## src/sv/hpd_pkg.sv

```systemverilog
// package for the hold-and-modify pixel decoder: payload types, tables, constants
`default_nettype none
package hpd_pkg;

	localparam int PaletteDepth = 64;
	localparam int PixelsPerGroup = 8;
	localparam int PalIdxW = $clog2(PaletteDepth);
	localparam int CountW = 4;
	localparam int LaneIdxW = $clog2(PixelsPerGroup);
	localparam logic [7:0] AlphaOn = 8'd255;

	typedef enum logic [1:0] {
		MOD_LOAD  = 2'd0,
		MOD_BLUE  = 2'd1,
		MOD_RED   = 2'd2,
		MOD_GREEN = 2'd3
	} mod_t;

	typedef enum logic {
		OP_PAL_WRITE = 1'b0,
		OP_DECODE    = 1'b1
	} op_t;

	typedef enum logic [0:0] {
		REG_HAM8  = 1'b0,
		REG_ALPHA = 1'b1
	} reg_idx_t;

	typedef struct packed {
		logic        op;
		logic [5:0]  palette_index;
		logic [23:0] palette_color;
		logic [63:0] plane_bytes;
		logic [3:0]  pixel_count;
		logic        line_start;
	} in_item_t;

	typedef struct packed {
		logic [7:0] red;
		logic [7:0] green;
		logic [7:0] blue;
		logic [7:0] alpha;
		logic       last;
	} out_item_t;

	// what one lane found for one pixel
	typedef struct packed {
		mod_t        mode;
		logic [5:0]  data;
		logic [7:0]  comp;
	} lane_res_t;

	function automatic logic [7:0] lut4(input logic [3:0] d);
		return {d, d};
	endfunction

	function automatic logic [7:0] lut6(input logic [5:0] d);
		logic [7:0] r;
		case (d)
			6'd0: r = 8'd0;     6'd1: r = 8'd4;     6'd2: r = 8'd8;     6'd3: r = 8'd12;
			6'd4: r = 8'd16;    6'd5: r = 8'd20;    6'd6: r = 8'd24;    6'd7: r = 8'd28;
			6'd8: r = 8'd32;    6'd9: r = 8'd36;    6'd10: r = 8'd40;   6'd11: r = 8'd44;
			6'd12: r = 8'd48;   6'd13: r = 8'd52;   6'd14: r = 8'd56;   6'd15: r = 8'd60;
			6'd16: r = 8'd64;   6'd17: r = 8'd68;   6'd18: r = 8'd72;   6'd19: r = 8'd76;
			6'd20: r = 8'd80;   6'd21: r = 8'd85;   6'd22: r = 8'd89;   6'd23: r = 8'd93;
			6'd24: r = 8'd97;   6'd25: r = 8'd101;  6'd26: r = 8'd105;  6'd27: r = 8'd109;
			6'd28: r = 8'd113;  6'd29: r = 8'd117;  6'd30: r = 8'd121;  6'd31: r = 8'd125;
			6'd32: r = 8'd129;  6'd33: r = 8'd133;  6'd34: r = 8'd137;  6'd35: r = 8'd141;
			6'd36: r = 8'd145;  6'd37: r = 8'd149;  6'd38: r = 8'd153;  6'd39: r = 8'd157;
			6'd40: r = 8'd161;  6'd41: r = 8'd165;  6'd42: r = 8'd170;  6'd43: r = 8'd174;
			6'd44: r = 8'd178;  6'd45: r = 8'd182;  6'd46: r = 8'd186;  6'd47: r = 8'd190;
			6'd48: r = 8'd194;  6'd49: r = 8'd198;  6'd50: r = 8'd202;  6'd51: r = 8'd206;
			6'd52: r = 8'd210;  6'd53: r = 8'd214;  6'd54: r = 8'd218;  6'd55: r = 8'd222;
			6'd56: r = 8'd226;  6'd57: r = 8'd230;  6'd58: r = 8'd234;  6'd59: r = 8'd238;
			6'd60: r = 8'd242;  6'd61: r = 8'd246;  6'd62: r = 8'd250;  default: r = 8'd255;
		endcase
		return r;
	endfunction

endpackage
`default_nettype wire

```

## src/sv/hpd_lane.sv

```systemverilog
// one decode lane: gathers a pixel code from the planes and expands its data bits
`default_nettype none
module hpd_lane (
	input  wire logic [63:0]        plane_bytes,
	input  wire logic [2:0]         bitpos,
	input  wire logic               ham8,
	output hpd_pkg::lane_res_t      res
);
	logic [7:0] code;

	always_comb begin
		for (int k = 0; k < 8; k++) begin
			code[k] = plane_bytes[8*k + int'(bitpos)];
		end
		if (ham8) begin
			res.mode = hpd_pkg::mod_t'(code[7:6]);
			res.data = code[5:0];
			res.comp = hpd_pkg::lut6(code[5:0]);
		end else begin
			res.mode = hpd_pkg::mod_t'(code[5:4]);
			res.data = {2'b00, code[3:0]};
			res.comp = hpd_pkg::lut4(code[3:0]);
		end
	end
endmodule
`default_nettype wire

```

## config.mk

```make
export PLATFORM = sky130hd
export DESIGN_NAME = hpd_lane
export DESIGN_NICKNAME = d
export VERILOG_FILES = /design/src/sv/hpd_pkg.sv /design/src/sv/hpd_lane.sv
export SDC_FILE = /design/constraint.sdc
export NUM_CORES = 1
export LEC_CHECK = 0
export ABC_CLOCK_PERIOD_IN_PS = 2700
export BUFFER_PORTS_ARGS = -buffer_cell sky130_fd_sc_hd__buf_2
export CORE_UTILIZATION = 36
export DETAILED_ROUTE_END_ITERATION = 8
export PLACE_DENSITY_LB_ADDON = 0.08
export REMOVE_ABC_BUFFERS = 1
export SETUP_SLACK_MARGIN = 0.1
export SLEW_MARGIN = 20
export SYNTH_ARGS = -nofsm -noshare
export SYNTH_HDL_FRONTEND = slang
export SYNTH_SLANG_ARGS = --single-unit
```

## constraint.sdc

```tcl
create_clock -name vclk -period 2.7
set_clock_uncertainty 0.2 [all_clocks]
set_input_delay 0.54 -clock vclk [all_inputs]
set_output_delay 0.54 -clock vclk [all_outputs]
set_load 0.05 [all_outputs]
```

# Word-level counts from Yosys, hierarchy flattened
# Memory sizes are Yosys's and may differ from the RTL's.
# Cells that the tools add are included.
# op_classes
add_sub_neg	7
order_cmp	8
muxes	24
# ops
op	count
binary-select mux 1 bit (select 6 bit)	7
adder 6 x 3 -> 7 bit (first input constant)	4
< comparator 7 bit (second input constant)	4
two-way mux 16 bit	1
two-way mux 1 bit	15
< comparator 6 x 7 -> 1 bit (second input constant)	2
adder 5 x 3 -> 6 bit (first input constant)	2
< comparator 3 x 7 -> 1 bit (second input constant)	1
< comparator 5 x 7 -> 1 bit (second input constant)	1
adder 4 x 3 -> 5 bit (first input constant)	1
binary-select mux 1 bit (select 3 bit)	1
# word_totals
register_bits	0
rom_bits	512
in_bits	68
out_inout_bits	16
wordCells	40
memories	1
# mem_list
name	depth	word_bits	read_ports	rd_clocked_by_memory_dff	wr	line	text
(name not given)	64	8	1	0	0	hpd_pkg.sv:59	case (d)

# Depth between registers and ports, before layout
# Gate-level depths: netlist of run 1.
# An unclocked memory read counts as a cell.
# depth
word_depth	6
depth_mapped	7
mapped_depth_nobuf	5

# Worst setup path before layout of run 1
# Ideal clock, no wire load.
# synth_timing
path_kind	input-to-output
start	input bitpos[0]
end	output res[2] (netlist bit)
t_arrival_ns	2.374
t_required_ns	1.960
slack_ns	-0.414
cell_stages	7
n_path_buf	2
cell_sequence	buf_6 buf_12 mux4_2 mux2i_4 inv_1 nand2_1 o21ai_0
# synth_rtl
element	line	text
from (decl)	hpd_lane.sv:5	input wire logic [2:0] bitpos,
to (decl)	hpd_lane.sv:7	output hpd_pkg::lane_res_t res

==> results.py, run 1 <==
metrics = {
    "status": {
        "outcome": "complete, but fails checks",
        "violations": "setup timing",
    },
    "drt": {
        "wl_mm": 2.58,
        "firstDrtPassIters": 4,
        "wl_per_cell_um": 13.6,
        "drtIter0Drc": 15,
        "drc": 0,
        "num_vias": 963,
        "vias_per_cell": 5.07,
        "drtAntennaViolNets": 0,
    },
    "pwr": {
        "power_mw": 0.497,
        "power_per_cell_area_nw_per_um2": 316,
        "irDropWorstVdd_mv": 0.240,
        "power_leakage_nw": 0.784,
    },
    "sta": {
        "fmax_ghz": 0.338,
        "drv_slew": 0,
        "worstMarginPinSlew_ps": 430,
        "fin_crit_ps": 2950,
        "setup_slack_ps": -255,
        "hold_ws_ps": 1420,
        "slew_headroom_pct": 71.3,
        "rsz0062_at_grt": "yes",
        "finalCritPeriodShare_pct": 109,
        "finalHoldViolations": 0,
        "setup_viol": 11,
    },
    "synthesis": {
        "yosysSeqAreaShare_pct": 0,
        "synth_top_area_share_pct": 32.1,
        "syn_inst": 63,
        "synth.avg_cell_area_um2": 11.7,
        "synth_cell_types": 22,
        "synth_area_um2": 737,
        "synth_warnings": 0,
        "yosysTopAreaCell": "mux4_1",
        "synthTopCellsByArea": "mux4_1, mux4_2, mux2i_4, inv_1, nand2_1",
    },
    "global_routing": {
        "grt-ovfl-total": 0,
        "grt_max_degree": 17,
        "grt_pass1_wl_mm": 3.43,
        "antenna_found_initial": 0,
        "grt_use_total_pct": 20.9,
        "first_global_vias": 782,
    },
    "worst_setup_path": {
        "crit_buf_inv": 4,
        "path_cells": "buf_12, buf_12, buf_6, mux4_2, mux2i_4, o21ai_2, a211oi_2, o21ai_2, buf_6",
        "critical_path_class": "input port to output pin",
        "cp_top_family": "multiplexers",
        "path_max_fanout": 5,
        "cp-end-kind": "output pin",
        "cp.arrival_ps": 2210,
        "slowest_stage": "mux4_2",
        "required_ps": 1960,
        "crit_path_start_kind": "input port",
        "max_stage_delay_ps": 520,
    },
    "layout": {
        "nFlopsAndLatches": 0,
        "syn_to_final_growth_pct": 114,
        "final_cell_mix": "buf_2, buf_6, mux4_2, buf_4, o21ai_2",
        "fillers": 140,
        "mostFrequentLayoutCell": "buf_2",
        "seqCellArea_um2": 0,
        "drive_gt1_share_pct": 88.3,
        "fin_nets": 233,
        "clock_buffer_count": 0,
        "post-route-util_pct": 81.1,
        "diodes": 0,
        "multi_input_area_um2": 721,
    },
    "die": {
        "dieArea_um2": 2230,
        "die_y_um": 47.2,
        "rows": 16,
        "die_w_um": 47.2,
        "core-area_um2": 1940,
        "num_io_pins": 84,
        "start_util_pct": 38.0,
    },
    "hold_path": {
        "worst_hold_path_type": "input port to output pin",
    },
    "flow_run": {
        "drv_cap": 0,
    },
    "placed_design": {
        "numPortBuffers": 84,
        "place_congestion": 0.777,
        "place_hpwl_mm": 1.81,
        "dp_worst_setup_slack_ps": -367,
    },
}
[path summary, 6_finish.rpt]
kind / startpoint / endpoint / cells after the start
max: bitpos[0] / res[0] / 9
min: ham8 / res[3] / 4
[per-stage QoR]
step	instances	TNS [ps]	area, µm²
floorplan	57	-701	688
global placement	183	-1590	1270
detailed placement	183	-1860	1270
CTS	187	-721	1480
global route	190	-1600	1580
finish	190	-990	1580
[cell families after synthesis]
group           after synthesis  synth area share (%)
compound gates               14                  11.5
buf+inv                      13                  10.2
mux                          24                  72.0
simple gates                 12                  6.28
[layout make-up]
| cell class | instances | area share, % |
|---|---|---|
| inverter | 7 | 2.14 |
| multi-input combinational | 50 | 45.8 |
| tap | 27 | 2.14 |
| timing repair buffer | 106 | 50.0 |
[Yosys cell counts]
| library cell | instances |
|---|---|
| a211oi_1 | 1 |
| a21oi_1 | 2 |
| a21oi_2 | 1 |
| buf_12 | 1 |
| buf_2 | 2 |
| buf_6 | 1 |
| clkbuf_1 | 2 |
| inv_1 | 6 |
| inv_2 | 1 |
| mux2_2 | 1 |
| mux2_4 | 1 |
| mux2i_1 | 2 |
| mux2i_4 | 4 |
| mux4_1 | 9 |
| mux4_2 | 7 |
| nand2_1 | 6 |
| nor2_1 | 5 |
| nor3_1 | 1 |
| o21ai_0 | 4 |
| o21ai_1 | 4 |
| o21ai_2 | 1 |
| o32a_1 | 1 |
[routing by layer]
layer | global-route usage [%] | wire (µm)
met2 | 38.9 | 1460
met3 | 1.54 | 144
met4 | 1.71 | 16
met5 | 0 | 0
met1 | 27.2 | 958
[what timing repair did]
item	CTS	global route
pin swaps	4	5
gates cloned	1	0
setup endpoints to repair	16	16
resized for setup	66	23
hold buffers	0	0
setup buffers	4	5
[power breakdown]
group	total (mW)	switching (mW)	internal (mW)
Clock	0	0	0
Sequential	0	0	0
Combinational	0.497	0.256	0.241
[tightest hold or removal path, stage by stage]
cell and delay [ps]:
buf_2 240, nand2_4 100, o21ai_2 50, buf_6 140
No activity file was read; power rests on OpenSTA's default activity.
==> inputs of run 2 (changes only) <==
--- a/config.mk
+++ b/config.mk
@@ -6,7 +6,7 @@
 export NUM_CORES = 1
 export LEC_CHECK = 0
 export ABC_CLOCK_PERIOD_IN_PS = 2700
-export BUFFER_PORTS_ARGS = -buffer_cell sky130_fd_sc_hd__buf_2
+export BUFFER_PORTS_ARGS = -buffer_cell sky130_fd_sc_hd__clkbuf_2
 export CORE_UTILIZATION = 36
 export DETAILED_ROUTE_END_ITERATION = 8
 export PLACE_DENSITY_LB_ADDON = 0.08
==> results.py, run 2 (same netlist as run 1, synthesis figures left out) <==
metrics = {
    "layout": {
        "diodes": 0,
        "fin_nets": 230,
        "seqCellArea_um2": 0,
        "clock_buffer_count": 0,
        "design_area_um2": 1510,
        "drive_gt1_share_pct": 84.4,
        "nFlopsAndLatches": 0,
        "syn_to_final_growth_pct": 104,
        "instances_no_fill": 187,
        "mostFrequentLayoutCell": "clkbuf_2",
        "final_cell_mix": "clkbuf_2, buf_4, mux4_2",
    },
    "sta": {
        "setup_viol": 10,
        "setup_slack_ps": -225,
        "fin_crit_ps": 2930,
        "rsz0062_at_grt": "yes",
        "fmax_ghz": 0.342,
        "finalCritPeriodShare_pct": 108,
        "fin_setup_tns_ps": -1010,
        "finalHoldViolations": 0,
        "slew_headroom_pct": 72.5,
        "drv_slew": 0,
        "worstMarginPinSlew_ps": 413,
    },
    "placed_design": {
        "place_hpwl_mm": 1.94,
        "place_congestion": 0.772,
        "place_inst": 182,
        "place_area_um2": 1270,
        "numPortBuffers": 84,
    },
    "drt": {
        "wl_mm": 2.73,
        "drtAntennaViolNets": 0,
        "wl_per_cell_um": 14.6,
        "firstDrtPassIters": 4,
        "vias_per_cell": 5.13,
        "drtIter0Drc": 12,
        "num_vias": 959,
        "drc": 0,
    },
    "worst_setup_path": {
        "max_stage_delay_ps": 520,
        "slowest_stage": "mux4_2",
        "cp-end-kind": "output pin",
        "critical_path_class": "input port to output pin",
        "required_ps": 1960,
        "crit_buf_inv": 6,
        "cp_top_family": "multiplexers",
        "crit_path_start_kind": "input port",
        "cp.arrival_ps": 2190,
        "path_cells": "clkbuf_16, buf_12, mux4_2, mux2i_4, buf_4, buf_6, inv_1, nand2_1, o21ai_1, clkbuf_8",
        "path_max_fanout": 6,
    },
    "global_routing": {
        "first_global_vias": 839,
        "met3_usage_pct": 0.385,
        "grtUsageMet2_pct": 44.4,
        "grt_use_total_pct": 23.3,
        "grt_max_degree": 17,
        "grt-ovfl-total": 0,
        "grt_pass1_wl_mm": 3.70,
        "grt-busiest-layer": "met2",
        "antenna_found_initial": 0,
        "use_met1_pct": 29.2,
    },
    "die": {
        "rows": 16,
        "core-area_um2": 1940,
        "die_w_um": 47.2,
        "num_io_pins": 84,
        "die_y_um": 47.2,
        "start_util_pct": 38.0,
        "dieArea_um2": 2230,
    },
    "clocking": {
        "cts_hold_buf": 0,
    },
    "pwr": {
        "power_leakage_nw": 0.769,
        "irDropWorstVdd_mv": 0.169,
        "power_mw": 0.475,
        "power_per_cell_area_nw_per_um2": 316,
    },
    "status": {
        "outcome": "complete, but fails checks",
        "violations": "setup timing",
    },
    "hold_path": {
        "worst_hold_path_type": "input port to output pin",
    },
    "flow_run": {
        "drv_cap": 0,
    },
}
## run 2: changes by cell type in the layout (fill, tap and decap cells not counted), sizes merged
cell	before	now
buf	106	28
clkbuf	0	75
## run 2: final cells by class
type,instances,area (µm²)
Timing Repair Buffer,103,761
Fill cell,143,437
Multi-Input combinational cell,50,682
Inverter,7,28.8
Tap cell,27,33.8
## run 2: path summary, 6_finish.rpt
kind,slack [ps],cells past startpoint,startpoint,to
worst max-delay path,-230,10,bitpos[0],res[4]
worst min-delay path,1490,4,ham8,res[12]
## run 2: where the power goes
group | internal (mW) | leakage [nW] | switching [mW] | total, mW
sequential | 0 | 0 | 0 | 0
clock | 0 | 0 | 0 | 0
combinational | 0.232 | 0.769 | 0.243 | 0.475
## run 2: what timing repair did
| item | 4_1_cts | 5_1_grt |
|---|---|---|
| resized for setup | 51 | 15 |
| setup buffers | 5 | 1 |
| setup endpoints to repair | 16 | 16 |
| pin swaps | 3 | 5 |
## run 2: through the flow
step           worst slack (ps)  hold WS, ps  utilization (%)
6_report                   -225         1490             77.5
5_1_grt                    -276         1530             77.5
2_1_floorplan              -155         1140                -
3_3_place_gp               -332         1460             65.7
4_1_cts                    -222         1470             75.8
3_5_place_dp               -350         1470             65.7
## run 2: per-layer routing
layer / vias to the layer above / share of wire (%)
li1: 454 / -
met1: 452 / 38
met2: 49 / 56
met3: 4 / 3.8
met4: 0 / 1.8
met5: - / 0
